--- config.mk ---
export PLATFORM = sky130hd
export DESIGN_NAME = qst_scale
export DESIGN_NICKNAME = d
export VERILOG_FILES = /design/src/qst_vertex_transform_macros.svh /design/src/qst_pkg.sv /design/src/qst_scale.sv
export SDC_FILE = /design/constraint.sdc
export NUM_CORES = 2
export LEC_CHECK = 0
export BUFFER_PORTS_ARGS = -buffer_cell sky130_fd_sc_hd__buf_2
export CORE_UTILIZATION = 48
export DETAILED_ROUTE_END_ITERATION = 10
export PLACE_DENSITY = 0.68
export SYNTH_ARGS = -nofsm -noshare
export SYNTH_HDL_FRONTEND = slang
export SYNTH_SLANG_ARGS = --single-unit
--- constraint.sdc ---
create_clock -name clk -period 6.7 [get_ports clk]
set_clock_uncertainty 0.1 [all_clocks]
set_input_delay 1.005 -clock clk [delete_from_list [all_inputs] [get_ports clk]]
set_output_delay 1.005 -clock clk [all_outputs]
set_load 0.02 [all_outputs]
--- src/qst_vertex_transform_macros.svh ---
// assertion macros for the vertex transform
`ifndef QST_VERTEX_TRANSFORM_MACROS_SVH
`define QST_VERTEX_TRANSFORM_MACROS_SVH

// same-cycle implication, off while in reset
`define QST_ASSERT_NOW(lbl, clk, rst, ante, cons) \
  lbl: assert property (@(posedge clk) disable iff (rst) (ante) |-> (cons)) \
    else $error("assertion failed");

// next-cycle implication, off while in reset
`define QST_ASSERT_NEXT(lbl, clk, rst, ante, cons) \
  lbl: assert property (@(posedge clk) disable iff (rst) (ante) |=> (cons)) \
    else $error("assertion failed");

`endif

--- src/qst_pkg.sv ---
// shared types and constants for the vertex transform
package qst_pkg;

  localparam int COORD_W    = 32;
  localparam int QUAT_W     = 16;
  localparam int SCALE_W    = 16;
  localparam int QUAT_FRAC  = 14;
  localparam int SCALE_FRAC = 8;

  localparam int CFG_IDX_W  = 3;
  localparam int CFG_DATA_W = 64;

  localparam logic [CFG_IDX_W-1:0] REG_ROTATION_QUAT = 3'd0;
  localparam logic [CFG_IDX_W-1:0] REG_SCALE_XYZ     = 3'd1;
  localparam logic [CFG_IDX_W-1:0] REG_TRANSLATE_X   = 3'd2;
  localparam logic [CFG_IDX_W-1:0] REG_TRANSLATE_Y   = 3'd3;
  localparam logic [CFG_IDX_W-1:0] REG_TRANSLATE_Z   = 3'd4;

  localparam logic [63:0] ROTATION_RESET = 64'h4000_0000_0000_0000;
  localparam logic [47:0] SCALE_RESET    = 48'h0100_0100_0100;

  // scaled coordinate
  localparam int PROD_W = COORD_W + SCALE_W;
  localparam int S_W    = PROD_W + 1 - SCALE_FRAC;
  // cross product q x s
  localparam int QS_W   = QUAT_W + S_W;
  localparam int CD_W   = QS_W + 1;
  localparam int C_W    = CD_W + 1 - QUAT_FRAC;
  localparam int T_W    = C_W + 1;
  // rotation terms
  localparam int QT_W   = QUAT_W + T_W;
  localparam int E_W    = QT_W + 3;
  localparam int R_W    = E_W - QUAT_FRAC + 1;
  // after translation
  localparam int F_W    = R_W + 1;

  localparam int SCALE_HALF = 1 << (SCALE_FRAC - 1);
  localparam int QUAT_HALF  = 1 << (QUAT_FRAC - 1);

  typedef struct packed {
    logic signed [QUAT_W-1:0]  qw;
    logic signed [QUAT_W-1:0]  qx;
    logic signed [QUAT_W-1:0]  qy;
    logic signed [QUAT_W-1:0]  qz;
    logic signed [SCALE_W-1:0] kx;
    logic signed [SCALE_W-1:0] ky;
    logic signed [SCALE_W-1:0] kz;
    logic signed [COORD_W-1:0] tx;
    logic signed [COORD_W-1:0] ty;
    logic signed [COORD_W-1:0] tz;
  } cfg_t;

  typedef struct packed {
    logic                  op;
    logic signed [S_W-1:0] x;
    logic signed [S_W-1:0] y;
    logic signed [S_W-1:0] z;
  } scaled_t;

  typedef struct packed {
    logic                  op;
    logic signed [R_W-1:0] x;
    logic signed [R_W-1:0] y;
    logic signed [R_W-1:0] z;
  } rotated_t;

endpackage

--- src/qst_scale.sv ---
// per-axis scaling, two pipeline stages
module qst_scale (
  input  logic                                clk,
  input  logic                                rst,
  input  qst_pkg::cfg_t                       cfg,
  input  logic                                up_valid,
  output logic                                up_ready,
  input  logic                                up_op,
  input  logic signed [qst_pkg::COORD_W-1:0] up_x,
  input  logic signed [qst_pkg::COORD_W-1:0] up_y,
  input  logic signed [qst_pkg::COORD_W-1:0] up_z,
  output logic                                dn_valid,
  input  logic                                dn_ready,
  output qst_pkg::scaled_t                    dn_data
);
  localparam int PW = qst_pkg::PROD_W;
  localparam int FR = qst_pkg::SCALE_FRAC;

  logic                 v1;
  logic                 op1;
  logic signed [PW-1:0] px, py, pz;
  logic                 en1, en2;
  logic        [PW:0]   rx, ry, rz;

  assign en2      = !dn_valid || dn_ready;
  assign en1      = !v1 || en2;
  assign up_ready = en1;

  assign rx = (PW+1)'(px) + (PW+1)'(qst_pkg::SCALE_HALF);
  assign ry = (PW+1)'(py) + (PW+1)'(qst_pkg::SCALE_HALF);
  assign rz = (PW+1)'(pz) + (PW+1)'(qst_pkg::SCALE_HALF);

  always_ff @(posedge clk) begin
    if (rst) begin
      v1       <= 1'b0;
      dn_valid <= 1'b0;
    end else begin
      if (en1) v1 <= up_valid;
      if (en2) dn_valid <= v1;
    end
  end

  always_ff @(posedge clk) begin
    if (en1) begin
      op1 <= up_op;
      px  <= PW'(up_x) * PW'(cfg.kx);
      py  <= PW'(up_y) * PW'(cfg.ky);
      pz  <= PW'(up_z) * PW'(cfg.kz);
    end
    if (en2) begin
      dn_data.op <= op1;
      dn_data.x  <= $signed(rx[PW:FR]);
      dn_data.y  <= $signed(ry[PW:FR]);
      dn_data.z  <= $signed(rz[PW:FR]);
    end
  end
endmodule

==> results.sh <==
export IMPL_cp_depth=26
export IMPL_worstSetupEndpoint="pz[32]"
export IMPL_placed_area_mm2=0.07026
export IMPL_synth_avg_cell_area_um2=9.558
export IMPL_crit_top_cell="fa_1"
export IMPL_fin_util=0.5783
export IMPL_fin_crit_ns=6.766
export IMPL_core_area_mm2=0.1264
export IMPL_clk_latency_ns=0.61
export IMPL_critPathArrivalTime_ns=7.02
export IMPL_clock_sinks=250
export IMPL_yosys_top_cells_area="fa_1 47%, edfxtp_1 12%, inv_1 10%, ha_1 6.8%, and2_1 6.2%"
export IMPL_cp_top_family="adder cells"
export IMPL_ys_types=75
export IMPL_hold_class="flip-flop to flip-flop"
export IMPL_num_io_pins=435
export IMPL_grt_antenna_before_repair=4
export IMPL_slowest_stage="fa_1"
export IMPL_rr_worst_depth=9
export IMPL_crit_fanout=5
export IMPL_crit_type="input port to flip-flop"
export IMPL_slew_limit_headroom=0.3846
export IMPL_cp_startpoint="cfg[99]"
export IMPL_grt_setup_unrepaired="yes"
export IMPL_vias=45326
export IMPL_num_rows=130
export IMPL_layout_setup_ws_ns=-0.06606
export IMPL_syn_to_final_growth_pct=18.78
export IMPL_numCtsBuffers=34
export IMPL_crit_path_end_kind="flip-flop"
export IMPL_hold_violations=0
export IMPL_crit_buf_inv=9
export IMPL_cts_tree="done"
export IMPL_clkSlewWorstSetupHoldPaths_ns=0.07
export IMPL_clk_path_buf_depth=3
export IMPL_status="complete, but fails checks"
export IMPL_synth_top_cell_by_area="fa_1"
export IMPL_die_y_um=360.0
export IMPL_port_buffers=274
export IMPL_ys_seq_area_frac=0.1217
export IMPL_first_pass_iters=6
export IMPL_most_common_layout_cells="1628 x inv_1, 1430 x fa_1, 925 x nand2_1"
export IMPL_r2r_end="dn_data[81]"
export IMPL_yosys_register_bits=250
export IMPL_ys_flop_type="edfxtp_1"
export IMPL_die_w_um=360.0
export IMPL_via_per_inst=5.062
export IMPL_drv_slew=0
export IMPL_hold_buffers=0
export IMPL_fin_nets=9380
export IMPL_r2r_start="py[9]"
export IMPL_dp_hpwl_um=133100
export IMPL_worstPathRequired_ns=6.95
export IMPL_drc=0
export IMPL_layout_commonest_cell="inv_1"
export IMPL_violations="negative setup slack"
export IMPL_synth_area_mm2=0.06153
export IMPL_dpl_worst_slack_ns=-1.017
export IMPL_drive_gt1_frac=0.1812
export IMPL_grt_max_degree=70
export IMPL_ys_warn_count=0
export IMPL_grt_pass1_wl_um=258500
export IMPL_maxCapViolCount=0
export IMPL_startpoint_type="input port"
export IMPL_synth_top_area_share=0.4734
export IMPL_gp_congestion=0.9114
export IMPL_htreeDepth=2
export IMPL_synth_cells=6437
export IMPL_async_flop_share=0
export IMPL_period_share=1.010
export IMPL_finalWirelength_um=156000
export IMPL_wire_per_inst_um=17.43
export IMPL_setup_violations=4
export IMPL_drt_iter0_drc=2733
export IMPL_ant_nets=0
export IMPL_grt_pass1_vias=50008
export IMPL_grt_total_usage=0.2504
export IMPL_initial_core_util=0.4868
export IMPL_overflow=0
export IMPL_final_area_mm2=0.07308
export IMPL_synth_edff_count=248
export IMPL_syn_nets=8537
export IMPL_timing_fmax_mhz=147.8
export IMPL_cp_slowest_stage_delay_ns=0.54
export IMPL_dieArea_mm2=0.1296
export IMPL_cts_root_buf="clkbuf_16"
export IMPL_tightestPinTransition_ns=0.9232
export IMPL_r2r_slack_ns=3.32
-- logic make-up (layout without fill, tap and decap cells) --
family / after synthesis / count (layout) / share of synthesized area
AND/OR/NAND/NOR: 1948 / 1948 / 0.1532
adder cells (fa/ha/maj): 1791 / 1791 / 0.5417
AO/OA/AOI/OAI: 291 / 291 / 0.03085
multiplexers: 1 / 1 / 0.0001830
other: 0 / 1 / 0
XOR/XNOR: 255 / 255 / 0.03630
flip-flops: 250 / 250 / 0.1217
buffers and inverters: 1901 / 2767 / 0.1161
-- routing by layer --
metal,share of wire,global-route usage
met5,0.00025,0
met4,0.035,0.08245
met3,0.064,0.03406
met2,0.49,0.4306
met1,0.41,0.3260
-- worst min-delay path by stage --
stage	startpoint	to	slack [ns]	cells after the start
6_report	op1	dn_data[123]	0.34	0
5_1_grt	op1	dn_data[123]	0.35	0
4_1_cts	op1	dn_data[123]	0.34	0
3_5_place_dp	op1	dn_data[123]	0.31	0
3_3_place_gp	op1	dn_data[123]	0.32	0
2_1_floorplan	op1	dn_data[123]	0.30	0
-- cell type report --
type	count	area (um2)
flip-flops and latches	250	7487
diodes	1	2.502
inverters	1647	6192
repair buffers	1061	8220
well taps	1650	2064
multi-input cells	4286	48060
clock buffers	37	862.1
clock inverters	22	197.7
fillers	10690	53300
-- what timing repair did --
| item | CTS | global route |
|---|---|---|
| endpoints found under the setup margin | 45 | 58 |
| cloned | 0 | 3 |
| setup buffers | 24 | 12 |
| pin swaps | 54 | 98 |
| gates resized for setup | 123 | 241 |
-- per-stage QoR --
| stage | cells | hold slack (ns) | TNS (ns) |
|---|---|---|---|
| final | 8954 | 0.3431 | -0.1536 |
| after global routing | 8954 | 0.3530 | -2.625 |
| after CTS | 8944 | 0.3353 | -0.01566 |
| after detailed placement | 8862 | 0.3051 | -49.29 |
| after global placement | 8862 | 0.3189 | -43.98 |
| after floorplan | 6437 | 0.3003 | -0.1285 |
-- registers in the layout, indices dropped and copies added (netlist names) --
name,flops
dn_data,124
dn_valid,1
op1,1
px,41
py,41
pz,41
v1,1
-- synth_stat cells (4+ instances only) --
cell,count
nand4_1,38
o21ai_0,53
a21boi_0,8
o21a_1,10
nand3b_1,4
a21oi_1,93
buf_1,5
nor2b_1,17
and4_1,12
or3_1,4
xnor2_1,179
ha_1,336
nor3_1,13
nand2_1,935
xor2_1,76
a21o_1,43
and3_1,36
a31oi_1,9
a221oi_1,5
o22ai_1,5
o211ai_1,5
inv_1,1645
clkbuf_1,247
nor2_1,157
fa_1,1455
and2_1,609
nand3_1,75
edfxtp_1,248
a211oi_1,10
o21bai_1,12
nand2b_1,24
Power is not shown: default switching activity piles up to over one toggle a cycle in this logic, so the estimate is an artifact.
