[src/qst_vertex_transform_macros.svh]
// assertion macros for the vertex transform
`ifndef QST_VERTEX_TRANSFORM_MACROS_SVH
`define QST_VERTEX_TRANSFORM_MACROS_SVH

// same-cycle implication, off while in reset
`define QST_ASSERT_NOW(lbl, clk, rst, ante, cons) \
  lbl: assert property (@(posedge clk) disable iff (rst) (ante) |-> (cons)) \
    else $error("assertion failed");

// next-cycle implication, off while in reset
`define QST_ASSERT_NEXT(lbl, clk, rst, ante, cons) \
  lbl: assert property (@(posedge clk) disable iff (rst) (ante) |=> (cons)) \
    else $error("assertion failed");

`endif

[src/qst_pkg.sv]
// shared types and constants for the vertex transform
package qst_pkg;

  localparam int COORD_W    = 32;
  localparam int QUAT_W     = 16;
  localparam int SCALE_W    = 16;
  localparam int QUAT_FRAC  = 14;
  localparam int SCALE_FRAC = 8;

  localparam int CFG_IDX_W  = 3;
  localparam int CFG_DATA_W = 64;

  localparam logic [CFG_IDX_W-1:0] REG_ROTATION_QUAT = 3'd0;
  localparam logic [CFG_IDX_W-1:0] REG_SCALE_XYZ     = 3'd1;
  localparam logic [CFG_IDX_W-1:0] REG_TRANSLATE_X   = 3'd2;
  localparam logic [CFG_IDX_W-1:0] REG_TRANSLATE_Y   = 3'd3;
  localparam logic [CFG_IDX_W-1:0] REG_TRANSLATE_Z   = 3'd4;

  localparam logic [63:0] ROTATION_RESET = 64'h4000_0000_0000_0000;
  localparam logic [47:0] SCALE_RESET    = 48'h0100_0100_0100;

  // scaled coordinate
  localparam int PROD_W = COORD_W + SCALE_W;
  localparam int S_W    = PROD_W + 1 - SCALE_FRAC;
  // cross product q x s
  localparam int QS_W   = QUAT_W + S_W;
  localparam int CD_W   = QS_W + 1;
  localparam int C_W    = CD_W + 1 - QUAT_FRAC;
  localparam int T_W    = C_W + 1;
  // rotation terms
  localparam int QT_W   = QUAT_W + T_W;
  localparam int E_W    = QT_W + 3;
  localparam int R_W    = E_W - QUAT_FRAC + 1;
  // after translation
  localparam int F_W    = R_W + 1;

  localparam int SCALE_HALF = 1 << (SCALE_FRAC - 1);
  localparam int QUAT_HALF  = 1 << (QUAT_FRAC - 1);

  typedef struct packed {
    logic signed [QUAT_W-1:0]  qw;
    logic signed [QUAT_W-1:0]  qx;
    logic signed [QUAT_W-1:0]  qy;
    logic signed [QUAT_W-1:0]  qz;
    logic signed [SCALE_W-1:0] kx;
    logic signed [SCALE_W-1:0] ky;
    logic signed [SCALE_W-1:0] kz;
    logic signed [COORD_W-1:0] tx;
    logic signed [COORD_W-1:0] ty;
    logic signed [COORD_W-1:0] tz;
  } cfg_t;

  typedef struct packed {
    logic                  op;
    logic signed [S_W-1:0] x;
    logic signed [S_W-1:0] y;
    logic signed [S_W-1:0] z;
  } scaled_t;

  typedef struct packed {
    logic                  op;
    logic signed [R_W-1:0] x;
    logic signed [R_W-1:0] y;
    logic signed [R_W-1:0] z;
  } rotated_t;

endpackage

[src/qst_out_if.sv]
// vertex result channel
interface qst_out_if;
  logic                                valid;
  logic                                ready;
  logic signed [qst_pkg::COORD_W-1:0] out_x;
  logic signed [qst_pkg::COORD_W-1:0] out_y;
  logic signed [qst_pkg::COORD_W-1:0] out_z;
  logic                                saturated;

  modport source (output valid, out_x, out_y, out_z, saturated, input ready);
  modport sink (input valid, out_x, out_y, out_z, saturated, output ready);
endinterface

[src/qst_place.sv]
// translation, saturation and output register
module qst_place (
  input  logic              clk,
  input  logic              rst,
  input  qst_pkg::cfg_t     cfg,
  input  logic              up_valid,
  output logic              up_ready,
  input  qst_pkg::rotated_t up_data,
  qst_out_if.source         dn
);
  localparam int FW = qst_pkg::F_W;
  localparam int CW = qst_pkg::COORD_W;

  logic signed [FW-1:0] fx, fy, fz;
  logic                 ovx, ovy, ovz;
  logic                 en;

  function automatic logic signed [CW-1:0] clamp(input logic signed [FW-1:0] v);
    logic signed [CW-1:0] res;
    if (v > FW'($signed({1'b0, {(CW-1){1'b1}}}))) begin
      res = {1'b0, {(CW-1){1'b1}}};
    end else if (v < FW'($signed({1'b1, {(CW-1){1'b0}}}))) begin
      res = {1'b1, {(CW-1){1'b0}}};
    end else begin
      res = v[CW-1:0];
    end
    return res;
  endfunction

  function automatic logic over(input logic signed [FW-1:0] v);
    return (v[FW-1:CW-1] != '0) && (v[FW-1:CW-1] != '1);
  endfunction

  assign en       = !dn.valid || dn.ready;
  assign up_ready = en;

  // positions get the translation, directions do not
  assign fx = FW'(up_data.x) + (up_data.op ? FW'(0) : FW'(cfg.tx));
  assign fy = FW'(up_data.y) + (up_data.op ? FW'(0) : FW'(cfg.ty));
  assign fz = FW'(up_data.z) + (up_data.op ? FW'(0) : FW'(cfg.tz));

  assign ovx = over(fx);
  assign ovy = over(fy);
  assign ovz = over(fz);

  always_ff @(posedge clk) begin
    if (rst) begin
      dn.valid <= 1'b0;
    end else if (en) begin
      dn.valid <= up_valid;
    end
  end

  always_ff @(posedge clk) begin
    if (en) begin
      dn.out_x     <= clamp(fx);
      dn.out_y     <= clamp(fy);
      dn.out_z     <= clamp(fz);
      dn.saturated <= ovx || ovy || ovz;
    end
  end
endmodule
[src/flat_wrapper.sv]
// flat-port wrapper written by rule: the top's interface ports become plain ports
module qst_place_flat 
  (clk, rst, cfg, up_valid, up_ready, up_data, dn_valid, dn_out_x, dn_out_y, dn_out_z, dn_saturated, dn_ready);
  qst_out_if dn_i ();
  input  logic clk;
  input  logic rst;
  input  qst_pkg::cfg_t cfg;
  input  logic up_valid;
  output logic up_ready;
  input  qst_pkg::rotated_t up_data;
  output wire logic [$bits(dn_i.valid)-1:0] dn_valid;
  output wire logic [$bits(dn_i.out_x)-1:0] dn_out_x;
  output wire logic [$bits(dn_i.out_y)-1:0] dn_out_y;
  output wire logic [$bits(dn_i.out_z)-1:0] dn_out_z;
  output wire logic [$bits(dn_i.saturated)-1:0] dn_saturated;
  input wire logic [$bits(dn_i.ready)-1:0] dn_ready;
  assign dn_valid = dn_i.valid;
  assign dn_out_x = dn_i.out_x;
  assign dn_out_y = dn_i.out_y;
  assign dn_out_z = dn_i.out_z;
  assign dn_saturated = dn_i.saturated;
  assign dn_i.ready = dn_ready;
  qst_place u_core (.clk(clk), .rst(rst), .cfg(cfg), .up_valid(up_valid), .up_ready(up_ready), .up_data(up_data), .dn(dn_i));
endmodule
[config.mk]
export PLATFORM = sky130hd
export DESIGN_NAME = qst_place_flat
export DESIGN_NICKNAME = d
export VERILOG_FILES = /design/src/qst_vertex_transform_macros.svh /design/src/qst_pkg.sv /design/src/qst_out_if.sv /design/src/qst_place.sv /design/src/flat_wrapper.sv
export SDC_FILE = /design/constraint.sdc
export NUM_CORES = 1
export LEC_CHECK = 0
export ABC_AREA = 1
export CAP_MARGIN = 10
export CORE_ASPECT_RATIO = 1.25
export CORE_MARGIN = 4
export CORE_UTILIZATION = 45
export CTS_CLUSTER_DIAMETER = 100
export DETAILED_ROUTE_END_ITERATION = 8
export DONT_BUFFER_PORTS = 1
export SLEW_MARGIN = 20
export SYNTH_ARGS = -nofsm -noshare
export SYNTH_HDL_FRONTEND = slang
export SYNTH_SLANG_ARGS = --single-unit
[constraint.sdc]
create_clock -name clk -period 3.7 [get_ports clk]
set_clock_uncertainty 0.05 [all_clocks]
set_input_delay 0.37 -clock clk [delete_from_list [all_inputs] [get_ports clk]]
set_output_delay 0.37 -clock clk [all_outputs]
set_load 0.05 [all_outputs]
==> results of run 1 <==
==> worst min path at each step <==
stage              from               to  slack, ns  cells after the start
5_1_grt        up_valid  u_core.dn.valid       0.07                      2
3_3_place_gp        rst  u_core.dn.valid       0.39                      1
4_1_cts        up_valid  u_core.dn.valid       0.05                      2
3_5_place_dp        rst  u_core.dn.valid       0.40                      1
6_report       up_valid  u_core.dn.valid       0.07                      2
2_1_floorplan       rst  u_core.dn.valid       0.39                      1
==> cells in the final DEF (no fill, tap or decap), drive strengths merged, types with 3 or more instances in the layout <==
| master | synthesis | final |
|---|---|---|
| nand2 | 1580 | 1580 |
| inv | 739 | 741 |
| nor2 | 447 | 447 |
| nand3 | 209 | 209 |
| a21oi | 158 | 158 |
| ha | 156 | 156 |
| edfxtp | 97 | 97 |
| nand4 | 53 | 53 |
| xor2 | 52 | 52 |
| o21ai | 48 | 48 |
| buf | 22 | 26 |
| nand3b | 25 | 25 |
| nor3 | 22 | 22 |
| o21bai | 18 | 18 |
| xnor2 | 13 | 13 |
| and2 | 10 | 10 |
| clkbuf | 8 | 9 |
| clkinv | 4 | 9 |
| o21a | 4 | 4 |
| a31oi | 3 | 3 |
| fa | 3 | 3 |
==> cell families after synthesis <==
logic type,share of synthesized area
compound gates,0.0653
xor+xnor,0.0296
fa+ha+maj,0.103
buf+inv,0.156
flops,0.151
simple gates,0.495
==> final cells by class <==
class	count	area, um2
repair buffers	27	318
inverters	743	2790
well taps	559	699
clock buffers	9	225
flip-flops and latches	98	2930
multi-input cells	2809	13500
fillers	5008	21900
clock inverters	7	63.8
==> critical path: cells and delay by family <==
kind / cells / cell delay (ns)
and+or+nand+nor: 16 / 1.85
buffers and inverters: 3 / 0.31
adders and majority gates: 2 / 0.71
==> metal layers <==
layer  wire [um]  vias to the layer above  track usage
li1            -                    11219            -
met1       29800                     9381        0.355
met2       34500                      630        0.529
met3        3910                      107       0.0409
met4        2640                        2        0.102
met5          13                        -            0
==> registers in the layout (all words and copies together) (netlist names) <==
register / cells
u_core.dn.out_x: 32
u_core.dn.out_y: 32
u_core.dn.out_z: 32
u_core.dn.saturated: 1
u_core.dn.valid: 1
==> where the power goes <==
part / leakage, nW / switching, mW / internal, mW
Combinational: 11.2 / 1.91 / 0.879
Clock: 0.141 / 0.503 / 0.469
Sequential: 0.964 / 0.913 / 1.52
==> metrics by stage <==
step | instances | setup slack [ns] | hold slack (ns)
global placement | 4235 | 0.222 | 0.392
finish | 4252 | 0.507 | 0.0714
global route | 4252 | 0.217 | 0.0688
CTS | 4252 | 0.543 | 0.0510
detailed placement | 4235 | 0.135 | 0.398
floorplan | 3680 | 0.0359 | 0.389
==> timing repair <==
action                     CTS  global route
hold buffers                 1             0
hold endpoints to repair     1             0
setup endpoints to repair    0             0
==> results.toml, run 1 <==
[setup_path]
rrSetupSlack_ns = 1.64
r2r_cells = 2
cpMaxStageDelayCell = "fa_1"
path_max_fanout = 31
cp_cell_sequence = "inv_1 > nor2_1 > ha_1 > fa_1 > nand3_1 > nand2_1 > nand2_1 > nand2_1 > nand2_1 > nand2_1 > nand2_1 > nand2_1 > inv_1 > nand2_1 > nor2_1 > nand2_1 > nor3_1 > nand3_1 > nand3_2 > buf_12 > nand2_1"
end_kind = "flip-flop"
worstSetupPathType = "in -> reg"
startpoint_type = "input pin"
reg2reg_from = "u_core.dn.valid"
arrival_ns = 3.28
crit_top_cell = "nand2_1"
crit_path_end = "u_core.dn.out_z[0]"
cp.required_ns = 3.78
crit_path_start = "cfg[0]"
slowest_delay_ns = 0.48
timing.rr.end = "u_core.dn.out_y[19]"

[logic_synthesis]
synth_cell_types = 45
synth.top_cells.by_count = "nand2_1, inv_1, nor2_1"
synthArstFlopShare = 0
synth_area_leaders = "nand2_1, edfxtp_1, inv_1"
ys_warn_count = 0
yosysMostFrequentCell = "nand2_1"
avgSynthCellArea_um2 = 5.29
syn_nets = 4208
synth.top_cell.area_share = 0.299
syn_area_um2 = 19500
synthCells = 3680
ys_seq_elements = 98
synth_edf_count = 97
post-synth-top-area-cell = "nand2_1"
ys_seq_area_frac = 0.151
synth_flop_cell = "edfxtp_1"

[sta]
fin_crit_ns = 3.19
drv_slew = 0
rsz0062_at_grt = "no"
clock.fmax_mhz = 313
max_slew_margin = 0.482
totalNegativeSetupSlack_ns = 0
min_period_over_period = 0.863
finalSetupViolCount = 0
report.final.hold_viol_count = 0
worst_pin_slew_ns = 0.777

[clocking]
cts_root_buf = "clkbuf_16"
cts_tree = "built"
max-clock-path-buffers = 2
clock_latency_ns = 0.37
clkSinkCount = 98
cts-buffers-inserted = 9
cts_resized = 0
h-tree-depth = 3
clk_pin_slew_ns = 0.08
cts_setup_buffers = 0

[drt]
wl_per_cell_um = 16.7
routed_wl_um = 70900
vias_per_cell = 5.02
ant_nets = 0
drtIter0Drc = 1319
drc = 0
vias = 21339
firstDrtPassIters = 9

[pwr]
power_density_nw_per_um2 = 302
finalPower_mw = 6.20
peakVddDrop_mv = 0.327
leakagePower_nw = 12.3

[global_route]
grt_pass1_wl_um = 108000
antenna_found_initial = 1
gr-total-overflow = 0
grt_pass1_vias = 19987
grt_max_degree = 97
globalRouteTotalUtil = 0.292

[placement]
io_buffer_count = 0
place_congestion = 1.02
dpl_cell_area_um2 = 20200
place_hpwl_um = 62400

[finish]
n_antenna_cell = 0
area_delta_synth_final_pct = 5.51
layout-drive-gt1-share = 0.0368
final_cell_area_um2 = 20500
final_core_util = 0.484
final_nets = 4216

[die]
num_io_pins = 468
dieArea_um2 = 46700
die_x_um = 194
num_rows = 84
die_h_um = 241
start_util = 0.459
core-area_um2 = 42500

[run]
max_cap_viol_count = 0

[hold_path]
hp-class = "in -> reg"

[outcome]
status = "finished clean"
No activity file was read; power rests on OpenSTA's default activity.
==> run 2, diff against run 1 <==
- PLACE_DENSITY: not set -> 0.66
==> results.toml, run 2 (same netlist as run 1, synthesis figures left out) <==
[outcome]
status = "finished clean"

[placement]
place_hpwl_um = 61800
io_buffer_count = 0
place_congestion = 1.02

[drt]
vias_per_cell = 5.03
drc = 0
vias = 21388
firstDrtPassIters = 5
wl_per_cell_um = 16.5
drtIter0Drc = 1447
ant_nets = 0
routed_wl_um = 70200

[run]
max_cap_viol_count = 0

[setup_path]
path_delay_family = "simple AND/OR/NAND/NOR gates"
r2r_cells = 2
path_max_fanout = 96
cp_cell_sequence = "nor2_1 > ha_1 > fa_1 > nand3_1 > nand3_2 > nand2_1 > nand2_1 > nand2_1 > nand2_2 > nand2_1 > nand2_1 > nand2_1 > nand2_1 > nor2_1 > nand2_1 > nor2_1 > nand4_2 > o21bai_4 > buf_12 > nand2_1"
cp.required_ns = 3.79
worstSetupPathType = "in -> reg"
cpMaxStageDelayCell = "fa_1"
arrival_ns = 3.30
rrSetupSlack_ns = 1.96
end_kind = "flip-flop"
crit_buf_inv = 1
startpoint_type = "input pin"
timing.rr.end = "u_core.dn.out_y[18]"
slowest_delay_ns = 0.48
reg2reg_from = "u_core.dn.valid"
crit_path_start = "up_data[156]"
crit_top_cell = "nand2_1"

[die]
die_x_um = 194
core-area_um2 = 42500
dieArea_um2 = 46700
start_util = 0.459
num_rows = 84
die_h_um = 241
num_io_pins = 468

[finish]
reg.largest.list = "u_core.dn.out_x: 32 flops, u_core.dn.out_y: 32 flops, u_core.dn.out_z: 32 flops"
area_delta_synth_final_pct = 5.45
layout-drive-gt1-share = 0.0363
final_common_cell = "nand2_1"
final_cell_mix = "nand2_1, inv_1, nor2_1"
final_nets = 4213

[hold_path]
hp-class = "in -> reg"
worstHoldStart = "up_valid"
holdPathEnd = "u_core.dn.valid"
min_path_cells = 2

[sta]
drv_slew = 0
clock.fmax_mhz = 311
report.final.hold_viol_count = 0
rsz0062_at_grt = "no"
fin_crit_ns = 3.21
hold_ws_ns = 0.0791
finalSetupViolCount = 0
worst_pin_slew_ns = 0.633
max_slew_margin = 0.579
min_period_over_period = 0.868
totalNegativeSetupSlack_ns = 0

[clocking]
cts_root_buf = "clkbuf_16"
h-tree-depth = 3
cts_tree = "built"
cts_setup_buffers = 0
cts-buffers-inserted = 9
clk_pin_slew_ns = 0.07
cts_resized = 0
clock_latency_ns = 0.38
clkSinkCount = 98
max-clock-path-buffers = 2

[pwr]
leakagePower_nw = 12.3
peakVddDrop_mv = 0.269
power_density_nw_per_um2 = 301

[global_route]
grt_pass1_wl_um = 107000
met3_usage = 0.0415
grt_pass1_vias = 19966
busiest_layer = "met2"
gr-total-overflow = 0
antenna_found_initial = 3
grt_use_met2 = 0.519
grt_max_degree = 97
globalRouteTotalUtil = 0.287
use_met1 = 0.348
-- run 2: changes by cell type in the layout (fill, tap and decap cells not counted) --
| cell | previous run | this run |
|---|---|---|
| buf_4 | 17 | 14 |
| clkinv_1 | 5 | 4 |
| clkinv_2 | 0 | 1 |
| clkinv_4 | 3 | 1 |
| diode_2 | 0 | 2 |
| inv_8 | 0 | 2 |
-- run 2: routing by layer --
layer | share of wire | vias to the layer above
met5 | 0.00040 | -
met4 | 0.039 | 4
met3 | 0.056 | 115
met2 | 0.48 | 661
met1 | 0.42 | 9378
li1 | - | 11230
-- run 2: layout make-up --
class,instances,area [um2]
tap,559,699
clock buffer,9,225
fill,4929,21900
antenna,2,5.00
clock inverter,7,70.1
inverter,743,2790
multi-input combinational,2809,13500
sequential,98,2930
timing repair buffer,24,295
-- run 2: stage by stage --
stage	power (mW)	worst slack, ns	area, um2	instances	utilization
after floorplan	4.40	0.0359	19500	3680	-
after global placement	5.19	0.209	20200	4232	0.476
after detailed placement	5.19	0.181	20200	4232	0.476
after CTS	6.19	0.598	20500	4249	0.483
after global routing	6.60	0.232	20500	4250	0.484
final	6.18	0.488	20500	4251	0.484
-- run 2: timing repair --
action | in CTS | in global routing
endpoints found under the hold margin | 1 | 0
setup endpoints to repair | 0 | 0
hold buffers | 1 | 0
-- run 2: power by group --
| part | switching (mW) | internal (mW) | leakage, nW |
|---|---|---|---|
| clock network | 0.503 | 0.476 | 0.147 |
| registers | 0.907 | 1.52 | 0.964 |
| logic | 1.89 | 0.883 | 11.2 |
-- run 2: worst max path at each step --
stage	to	slack, ns	cells past startpoint
6_report	u_core.dn.out_x[13]	0.49	20
2_1_floorplan	u_core.dn.out_x[0]	0.04	1
5_1_grt	u_core.dn.out_z[10]	0.23	22
3_5_place_dp	u_core.dn.out_x[26]	0.18	21
4_1_cts	u_core.dn.out_x[13]	0.60	21
3_3_place_gp	u_core.dn.out_x[26]	0.21	21
